[src/design/spq_pkg.sv]
// shared types, codes and defaults for the sorted priority queue
`default_nettype none
package spq_pkg;

    localparam int QUEUE_DEPTH_DEF = 16;

    // command codes
    localparam logic CMD_INSERT = 1'b0;
    localparam logic CMD_REMOVE = 1'b1;

    // status codes
    localparam logic [1:0] ST_OK    = 2'd0;
    localparam logic [1:0] ST_FULL  = 2'd1;
    localparam logic [1:0] ST_DUP   = 2'd2;
    localparam logic [1:0] ST_EMPTY = 2'd3;

    // one queue entry
    typedef struct packed {
        logic [15:0] key;
        logic [15:0] prio;
        logic [31:0] tag;
    } entry_t;

    // broadcast control from the sequencer to every cell
    typedef struct packed {
        logic   scan;
        logic   insert;
        logic   remove;
        entry_t item;
    } cell_ctl_t;

endpackage
`default_nettype wire

[src/design/spq_in_if.sv]
// command channel: valid, ready and the command beat
`default_nettype none
interface spq_in_if;
    logic        valid;
    logic        ready;
    logic        cmd;
    logic [15:0] unique_key;
    logic [15:0] priority_req;
    logic [31:0] payload_tag;

    modport source (output valid, output cmd, output unique_key, output priority_req,
                    output payload_tag, input ready);
    modport sink (input valid, input cmd, input unique_key, input priority_req,
                  input payload_tag, output ready);
endinterface
`default_nettype wire

[src/design/spq_out_if.sv]
// result channel: valid, ready and the result beat
`default_nettype none
interface spq_out_if;
    logic        valid;
    logic        ready;
    logic [1:0]  status;
    logic [15:0] out_key;
    logic [15:0] out_priority;
    logic [31:0] out_payload;
    logic [15:0] head_key;
    logic [15:0] head_priority;
    logic [4:0]  occupancy;

    modport source (output valid, output status, output out_key, output out_priority,
                    output out_payload, output head_key, output head_priority,
                    output occupancy, input ready);
    modport sink (input valid, input status, input out_key, input out_priority,
                  input out_payload, input head_key, input head_priority,
                  input occupancy, output ready);
endinterface
`default_nettype wire

[src/design/spq_cell.sv]
// one queue cell: holds an entry, shifts with its neighbors, ripples the key match
`default_nettype none
module spq_cell (
    input  wire logic              clk,
    input  wire logic              rst_n,
    input  wire spq_pkg::cell_ctl_t ctl,
    input  wire spq_pkg::entry_t   left_entry,
    input  wire logic              left_valid,
    input  wire logic              left_stay,
    input  wire logic              left_any,
    input  wire spq_pkg::entry_t   right_entry,
    input  wire logic              right_valid,
    output spq_pkg::entry_t        entry,
    output logic                   valid,
    output logic                   stay,
    output logic                   any
);

    spq_pkg::entry_t entry_reg;
    spq_pkg::entry_t entry_next;
    logic            valid_reg;
    logic            valid_next;
    logic            any_reg;
    logic            any_next;

    // this entry stays put on insert: it sorts at or before the new one
    assign stay = valid_reg && (entry_reg.prio <= ctl.item.prio);

    // shift decision
    always_comb
    begin
        entry_next = entry_reg;
        valid_next = valid_reg;
        if (ctl.insert)
        begin
            if (!stay)
            begin
                if (left_stay)
                begin
                    entry_next = ctl.item;
                    valid_next = 1'b1;
                end
                else
                begin
                    entry_next = left_entry;
                    valid_next = left_valid;
                end
            end
        end
        else if (ctl.remove)
        begin
            entry_next = right_entry;
            valid_next = right_valid;
        end
    end

    // key match ripples one cell per cycle toward the tail
    assign any_next = ctl.scan &&
                      (left_any || (valid_reg && (entry_reg.key == ctl.item.key)));

    // control state
    always_ff @(posedge clk or negedge rst_n)
    begin
        if (!rst_n)
        begin
            valid_reg <= 1'b0;
            any_reg   <= 1'b0;
        end
        else
        begin
            valid_reg <= valid_next;
            any_reg   <= any_next;
        end
    end

    // entry payload
    always_ff @(posedge clk)
    begin
        entry_reg <= entry_next;
    end

    assign entry = entry_reg;
    assign valid = valid_reg;
    assign any   = any_reg;

endmodule
`default_nettype wire

[src/design/sorted_priority_queue_unique_key_top.sv]
// Sorted priority queue with unique keys, built as a row of shifting cells.
// Remove, and insert into a full queue: the sequencer goes from idle straight to apply.
// Other inserts: the sequencer scans while the key match ripples through the cell row.
// One command at a time; the next is accepted the cycle after the result is registered.
// Reset (async, active low) empties the queue; entry contents are left as they were.
`default_nettype none
module sorted_priority_queue_unique_key_top #(
    parameter int QUEUE_DEPTH = spq_pkg::QUEUE_DEPTH_DEF
) (
    input  wire logic clk,
    input  wire logic rst_n,
    spq_in_if.sink    req,
    spq_out_if.source rsp
);

    localparam int CNTW = $clog2(QUEUE_DEPTH + 1);
    localparam int SCW  = $clog2(QUEUE_DEPTH);

    localparam logic [1:0] S_IDLE  = 2'd0;
    localparam logic [1:0] S_SCAN  = 2'd1;
    localparam logic [1:0] S_APPLY = 2'd2;

    logic [1:0]      state_reg;
    logic [1:0]      state_next;
    logic [SCW-1:0]  scan_cnt_reg;
    logic [SCW-1:0]  scan_cnt_next;
    logic [CNTW-1:0] count_reg;
    logic [CNTW-1:0] count_next;
    logic            cmd_reg;
    spq_pkg::entry_t item_reg;

    logic            out_valid_reg;
    logic            out_valid_next;
    logic [1:0]      status_reg;
    logic [1:0]      status_next;
    spq_pkg::entry_t removed_reg;
    spq_pkg::entry_t removed_next;
    logic [15:0]     head_key_reg;
    logic [15:0]     head_key_next;
    logic [15:0]     head_prio_reg;
    logic [15:0]     head_prio_next;
    logic [4:0]      occ_reg;
    logic [CNTW+4:0] count_ext;

    spq_pkg::cell_ctl_t ctl;
    spq_pkg::entry_t    cell_entry [QUEUE_DEPTH];
    logic [QUEUE_DEPTH-1:0] cell_valid;
    logic [QUEUE_DEPTH-1:0] cell_stay;
    logic [QUEUE_DEPTH-1:0] cell_any;

    logic accept;
    logic full;
    logic empty;
    logic dup;
    logic slot_free;
    logic apply_go;

    assign accept    = req.valid && req.ready;
    assign req.ready = (state_reg == S_IDLE);
    assign full      = (count_reg == CNTW'(QUEUE_DEPTH));
    assign empty     = (count_reg == '0);
    assign dup       = cell_any[QUEUE_DEPTH-1];
    assign slot_free = !out_valid_reg || rsp.ready;
    assign apply_go  = (state_reg == S_APPLY) && slot_free;

    // broadcast control to the cell row; the match keeps rippling while the
    // result waits for the output slot, and clears once back in idle
    always_comb
    begin
        ctl.scan   = (state_reg == S_SCAN) || (state_reg == S_APPLY);
        ctl.insert = apply_go && (cmd_reg == spq_pkg::CMD_INSERT) && !full && !dup;
        ctl.remove = apply_go && (cmd_reg == spq_pkg::CMD_REMOVE) && !empty;
        ctl.item   = item_reg;
    end

    // cell row
    for (genvar i = 0; i < QUEUE_DEPTH; i++)
    begin : g_cell
        spq_pkg::entry_t l_entry;
        logic            l_valid;
        logic            l_stay;
        logic            l_any;
        spq_pkg::entry_t r_entry;
        logic            r_valid;

        if (i == 0)
        begin : g_first
            assign l_entry = '0;
            assign l_valid = 1'b0;
            assign l_stay  = 1'b1;
            assign l_any   = 1'b0;
        end
        else
        begin : g_mid_l
            assign l_entry = cell_entry[i-1];
            assign l_valid = cell_valid[i-1];
            assign l_stay  = cell_stay[i-1];
            assign l_any   = cell_any[i-1];
        end

        if (i == QUEUE_DEPTH - 1)
        begin : g_last
            assign r_entry = '0;
            assign r_valid = 1'b0;
        end
        else
        begin : g_mid_r
            assign r_entry = cell_entry[i+1];
            assign r_valid = cell_valid[i+1];
        end

        spq_cell u_cell (
            .clk         (clk),
            .rst_n       (rst_n),
            .ctl         (ctl),
            .left_entry  (l_entry),
            .left_valid  (l_valid),
            .left_stay   (l_stay),
            .left_any    (l_any),
            .right_entry (r_entry),
            .right_valid (r_valid),
            .entry       (cell_entry[i]),
            .valid       (cell_valid[i]),
            .stay        (cell_stay[i]),
            .any         (cell_any[i])
        );
    end

    // sequencer
    always_comb
    begin
        state_next    = state_reg;
        scan_cnt_next = scan_cnt_reg;
        unique case (state_reg)
            S_IDLE:
            begin
                scan_cnt_next = '0;
                if (accept)
                begin
                    if ((req.cmd == spq_pkg::CMD_INSERT) && !full)
                        state_next = S_SCAN;
                    else
                        state_next = S_APPLY;
                end
            end
            S_SCAN:
            begin
                scan_cnt_next = scan_cnt_reg + 1'b1;
                if (scan_cnt_reg == SCW'(QUEUE_DEPTH - 1))
                    state_next = S_APPLY;
            end
            S_APPLY:
            begin
                if (slot_free)
                    state_next = S_IDLE;
            end
            default:
            begin
                state_next = S_IDLE;
            end
        endcase
    end

    // result of the command being applied
    always_comb
    begin
        count_next     = count_reg;
        status_next    = spq_pkg::ST_OK;
        removed_next   = '0;
        head_key_next  = cell_valid[0] ? cell_entry[0].key  : 16'd0;
        head_prio_next = cell_valid[0] ? cell_entry[0].prio : 16'd0;
        if (cmd_reg == spq_pkg::CMD_INSERT)
        begin
            if (full)
                status_next = spq_pkg::ST_FULL;
            else if (dup)
                status_next = spq_pkg::ST_DUP;
            else
            begin
                count_next = count_reg + 1'b1;
                if (!cell_stay[0])
                begin
                    head_key_next  = item_reg.key;
                    head_prio_next = item_reg.prio;
                end
            end
        end
        else
        begin
            if (empty)
                status_next = spq_pkg::ST_EMPTY;
            else
            begin
                count_next     = count_reg - 1'b1;
                removed_next   = cell_entry[0];
                head_key_next  = cell_valid[1] ? cell_entry[1].key  : 16'd0;
                head_prio_next = cell_valid[1] ? cell_entry[1].prio : 16'd0;
            end
        end
    end

    assign count_ext = {5'd0, count_next};

    // output slot handshake
    always_comb
    begin
        out_valid_next = out_valid_reg;
        if (rsp.ready)
            out_valid_next = 1'b0;
        if (apply_go)
            out_valid_next = 1'b1;
    end

    // control state
    always_ff @(posedge clk or negedge rst_n)
    begin
        if (!rst_n)
        begin
            state_reg     <= S_IDLE;
            scan_cnt_reg  <= '0;
            count_reg     <= '0;
            out_valid_reg <= 1'b0;
        end
        else
        begin
            state_reg     <= state_next;
            scan_cnt_reg  <= scan_cnt_next;
            out_valid_reg <= out_valid_next;
            if (apply_go)
                count_reg <= count_next;
        end
    end

    // command and result payload
    always_ff @(posedge clk)
    begin
        if (accept)
        begin
            cmd_reg       <= req.cmd;
            item_reg.key  <= req.unique_key;
            item_reg.prio <= req.priority_req;
            item_reg.tag  <= req.payload_tag;
        end
        if (apply_go)
        begin
            status_reg    <= status_next;
            removed_reg   <= removed_next;
            head_key_reg  <= head_key_next;
            head_prio_reg <= head_prio_next;
            occ_reg       <= count_ext[4:0];
        end
    end

    assign rsp.valid         = out_valid_reg;
    assign rsp.status        = status_reg;
    assign rsp.out_key       = removed_reg.key;
    assign rsp.out_priority  = removed_reg.prio;
    assign rsp.out_payload   = removed_reg.tag;
    assign rsp.head_key      = head_key_reg;
    assign rsp.head_priority = head_prio_reg;
    assign rsp.occupancy     = occ_reg;

endmodule
`default_nettype wire

[src/flat_wrapper.sv]
// flat-port wrapper written by rule: the top's interface ports become plain ports
module sorted_priority_queue_unique_key_top_flat 
#(
    parameter int QUEUE_DEPTH = spq_pkg::QUEUE_DEPTH_DEF
)
  (clk, rst_n, req_valid, req_cmd, req_unique_key, req_priority_req, req_payload_tag, req_ready, rsp_valid, rsp_status, rsp_out_key, rsp_out_priority, rsp_out_payload, rsp_head_key, rsp_head_priority, rsp_occupancy, rsp_ready);
  spq_in_if req_i ();
  spq_out_if rsp_i ();
  input  wire logic clk;
  input  wire logic rst_n;
  input wire logic [$bits(req_i.valid)-1:0] req_valid;
  input wire logic [$bits(req_i.cmd)-1:0] req_cmd;
  input wire logic [$bits(req_i.unique_key)-1:0] req_unique_key;
  input wire logic [$bits(req_i.priority_req)-1:0] req_priority_req;
  input wire logic [$bits(req_i.payload_tag)-1:0] req_payload_tag;
  output wire logic [$bits(req_i.ready)-1:0] req_ready;
  output wire logic [$bits(rsp_i.valid)-1:0] rsp_valid;
  output wire logic [$bits(rsp_i.status)-1:0] rsp_status;
  output wire logic [$bits(rsp_i.out_key)-1:0] rsp_out_key;
  output wire logic [$bits(rsp_i.out_priority)-1:0] rsp_out_priority;
  output wire logic [$bits(rsp_i.out_payload)-1:0] rsp_out_payload;
  output wire logic [$bits(rsp_i.head_key)-1:0] rsp_head_key;
  output wire logic [$bits(rsp_i.head_priority)-1:0] rsp_head_priority;
  output wire logic [$bits(rsp_i.occupancy)-1:0] rsp_occupancy;
  input wire logic [$bits(rsp_i.ready)-1:0] rsp_ready;
  assign req_i.valid = req_valid;
  assign req_i.cmd = req_cmd;
  assign req_i.unique_key = req_unique_key;
  assign req_i.priority_req = req_priority_req;
  assign req_i.payload_tag = req_payload_tag;
  assign req_ready = req_i.ready;
  assign rsp_valid = rsp_i.valid;
  assign rsp_status = rsp_i.status;
  assign rsp_out_key = rsp_i.out_key;
  assign rsp_out_priority = rsp_i.out_priority;
  assign rsp_out_payload = rsp_i.out_payload;
  assign rsp_head_key = rsp_i.head_key;
  assign rsp_head_priority = rsp_i.head_priority;
  assign rsp_occupancy = rsp_i.occupancy;
  assign rsp_i.ready = rsp_ready;
  sorted_priority_queue_unique_key_top #(.QUEUE_DEPTH(QUEUE_DEPTH)) u_core (.clk(clk), .rst_n(rst_n), .req(req_i), .rsp(rsp_i));
endmodule
[config.mk]
export PLATFORM = sky130hd
export DESIGN_NAME = sorted_priority_queue_unique_key_top_flat
export DESIGN_NICKNAME = d
export VERILOG_FILES = /design/src/design/spq_pkg.sv /design/src/design/spq_in_if.sv /design/src/design/spq_out_if.sv /design/src/design/spq_cell.sv /design/src/design/sorted_priority_queue_unique_key_top.sv /design/src/flat_wrapper.sv
export SDC_FILE = /design/constraint.sdc
export NUM_CORES = 2
export LEC_CHECK = 0
export ABC_AREA = 1
export CAP_MARGIN = 20
export CORE_MARGIN = 10
export CORE_UTILIZATION = 35
export CTS_CLUSTER_SIZE = 30
export DETAILED_ROUTE_END_ITERATION = 10
export DONT_BUFFER_PORTS = 1
export SYNTH_ARGS = -nofsm -noshare
export SYNTH_HDL_FRONTEND = slang
export SYNTH_HIERARCHICAL = 1
export SYNTH_SLANG_ARGS = --single-unit
[constraint.sdc]
create_clock -name clk -period 11.25 [get_ports clk]
set_input_delay 2.25 -clock clk [delete_from_list [all_inputs] [get_ports clk]]
set_output_delay 2.25 -clock clk [all_outputs]
set_load 0.01 [all_outputs]
==> flow_metrics.tcl <==
set metrics [dict create \
    outcome "complete, no violations" \
    crit_path_cell_trace "inv_1 -> nand2_1 -> nand2_1 -> nor3_2 -> buf_12 -> buf_12 -> or2_2 -> nand2_2 -> inv_2 -> buf_4" \
    cts.repair_timing.setup_buffer_count 0 \
    tightestPinTransition_ns 1.259 \
    max_clock_freq_mhz 188.4 \
    floorplan.initialDensity_pct 35.15 \
    grt_overflow 0 \
    final_wl_um 215800 \
    place.detailed.hpwl_um 146900 \
    fin_area_sq_um 78920 \
    cp_data_arrival_time_ns 5.73 \
    hold_path_startpoint "u_core/g_cell[13].u_cell/any" \
    synthesis.area_sq_um 71840 \
    hp-class "reg -> reg" \
    io_pins 174 \
    timing.final.crit_period_ns 5.309 \
    layout.filler_cells 20450 \
    vias_per_cell 5.384 \
    clockRootBuffer "sky130_fd_sc_hd__clkbuf_16" \
    std_cell_rows 166 \
    worst_min_delay_path_endpoint "u_core/g_cell[14].u_cell/any" \
    cp_data_required_time_ns 11.67 \
    cp_slowest_stage_delay_ns 0.71 \
    dieHeight_um 473.1 \
    report.final.setup_viol 0 \
    port_buffers 0 \
    post_synth_inst_count 8402 \
    worstHoldPathCells 2 \
    placed_cell_area_sq_um 74210 \
    worst_r2r_startpoint "u_core/count_reg[0]" \
    cap_viol_max_count 0 \
    cellInternalPower_mw 12.38 \
    final_hold_viols 0 \
    1st_iter_drt_viols 5755 \
    final.setup.tns_ns 0 \
    final_antenna_net_count 0 \
    clock_latency_of_the_later_clocked_register_in_the_worst_skew_pair_ns 0.79 \
    largest_register_ff_count 1024 \
    total_area_of_multi_input_combinational_cells_sq_um 30400 \
    avgSynthCellArea_sq_um 8.550 \
    cellLeakagePower_nw 32.18 \
    clock-skew-final_ns 0.03732 \
    yosysWarnings 6 \
    min_period_over_period_pct 47.19 \
    gp_congestion 0.8435 \
    die-width_um 473.1 \
    combPwrFrac_pct 33.4 \
    power_frac_seq_pct 44.3 \
    max-slew-margin-rel_pct 16.04 \
    floorplan.die_area_sq_um 223800 \
    antenna-diode-count 0 \
    net_switching_power_of_the_design_mw 8.276 \
    dp.cells 10860 \
    r2r-end "u_core/g_cell[7].u_cell/entry[7]" \
    power_density_nw_per_um2 261.7 \
    cts.repair.resized 0 \
    clock_tree.htree_level_count 4 \
    grt_pass1_vias 60520 \
    ctsLongestPathBuffers 3 \
    tritoncts "yes" \
    cts_hold_buffers 0 \
    final_cells 11120 \
    drcViolationCount 0 \
    timing.critical_path.slowest_stage_cell "sky130_fd_sc_hd__buf_12" \
    power.clock.fraction_pct 22.3 \
    core_sq_um 204400 \
    worst_slack_ns 5.941 \
    globalRouteTotalUtil_pct 18.54 \
    drive_above_1_share_pct 7.072 \
    grt_max_degree 260 \
    clock_sinks 1236 \
    preCtsSetupSlack_ns 5.207 \
    startpoint_type "primary input" \
    reg2reg_setup_slack_ns 6.17 \
    worst-setup-path-type "in -> reg" \
    clk_pin_slew_worst_paths_ns 0.06 \
    grt_setup_unrepaired "no" \
    firstDrtPassIters 6 \
    critPathCaptureType "register" \
    cts-buffers-inserted 135 \
    global_route_wire_length_before_repair_um 340900 \
    timing_max_transition_violations_final 0 \
    report.power.total_mw 20.66 \
    wl_per_cell_um 19.41 \
    antenna_found_initial 4 \
    seqCellArea_sq_um 36900 \
    worst-path-max-fanout 243 \
    area_growth_syn_to_layout_pct 9.858 \
    fraction_of_power_spent_switching_nets_pct 40.06 \
    reg2reg_depth 11 \
    num-nets-final 8653 \
    vdd.ir_drop.worst_v 0.0002007 \
    via_count 59850 \
]
==> area by class of cell <==
class | count | area share (%)
sequential | 1236 | 46.75
multi-input combinational | 6128 | 38.51
clock buffer | 179 | 4.686
tap | 2688 | 4.261
inverter | 697 | 3.321
timing repair buffer | 124 | 1.512
clock inverter | 64 | 0.9528
==> power groups by stage <==
stage,Sequential (mW),Clock (mW),Combinational [mW]
finish,9.15,4.60,6.90
global route,9.32,4.87,7.81
detailed placement,9.23,0,6.78
CTS,9.17,4.69,6.80
floorplan,8.67,0,4.95
global placement,9.25,0,6.48
==> through the flow <==
step	util, %	hold WS, ns
2_1_floorplan	-	0.4676
3_3_place_gp	36.27	0.4797
3_5_place_dp	36.31	0.4826
4_1_cts	38.49	0.4918
5_1_grt	38.62	0.5127
6_report	38.62	0.4940
==> per-layer routing <==
layer | vias up | global-route usage [%] | routed length (um)
li1 | 28240 | - | -
met1 | 29200 | 24.73 | 93220
met2 | 2062 | 31.59 | 104700
met3 | 346 | 2.241 | 12940
met4 | 0 | 5.349 | 4920
met5 | - | 0 | 0
==> how the worst max path moves through the flow <==
| stage | depth (start not counted) | slack, ns | endpoint | start |
|---|---|---|---|---|
| after global placement | 10 | 5.28 | u_core/g_cell[6].u_cell/entry[17] | rsp_ready |
| final | 10 | 5.94 | u_core/g_cell[7].u_cell/entry[7] | rsp_ready |
| after detailed placement | 10 | 5.21 | u_core/g_cell[6].u_cell/entry[17] | rsp_ready |
| after CTS | 10 | 6.04 | u_core/g_cell[6].u_cell/entry[2] | rsp_ready |
| after global routing | 10 | 5.71 | u_core/g_cell[6].u_cell/entry[5] | rsp_ready |
| after floorplan | 7 | 2.15 | u_core/g_cell[0].u_cell/entry[0] | rsp_ready |
==> cell usage in the layout (no fill, tap or decap), types with 134 or more instances in the layout <==
cell,count
sky130_fd_sc_hd__edfxtp_1,1192
sky130_fd_sc_hd__nand2_1,1641
sky130_fd_sc_hd__clkbuf_16,139
sky130_fd_sc_hd__ha_1,262
sky130_fd_sc_hd__o21ai_0,1323
sky130_fd_sc_hd__o21ai_1,796
sky130_fd_sc_hd__nand3_1,168
sky130_fd_sc_hd__inv_1,619
sky130_fd_sc_hd__nor2_1,1175
sky130_fd_sc_hd__conb_1,134
==> worst max-delay path, delay by kind of cell <==
family,cells,cell delay (ns)
AND/OR/NAND/NOR,5,0.94
buffers and inverters,5,2.26
Power figures use the tool's default switching activity.
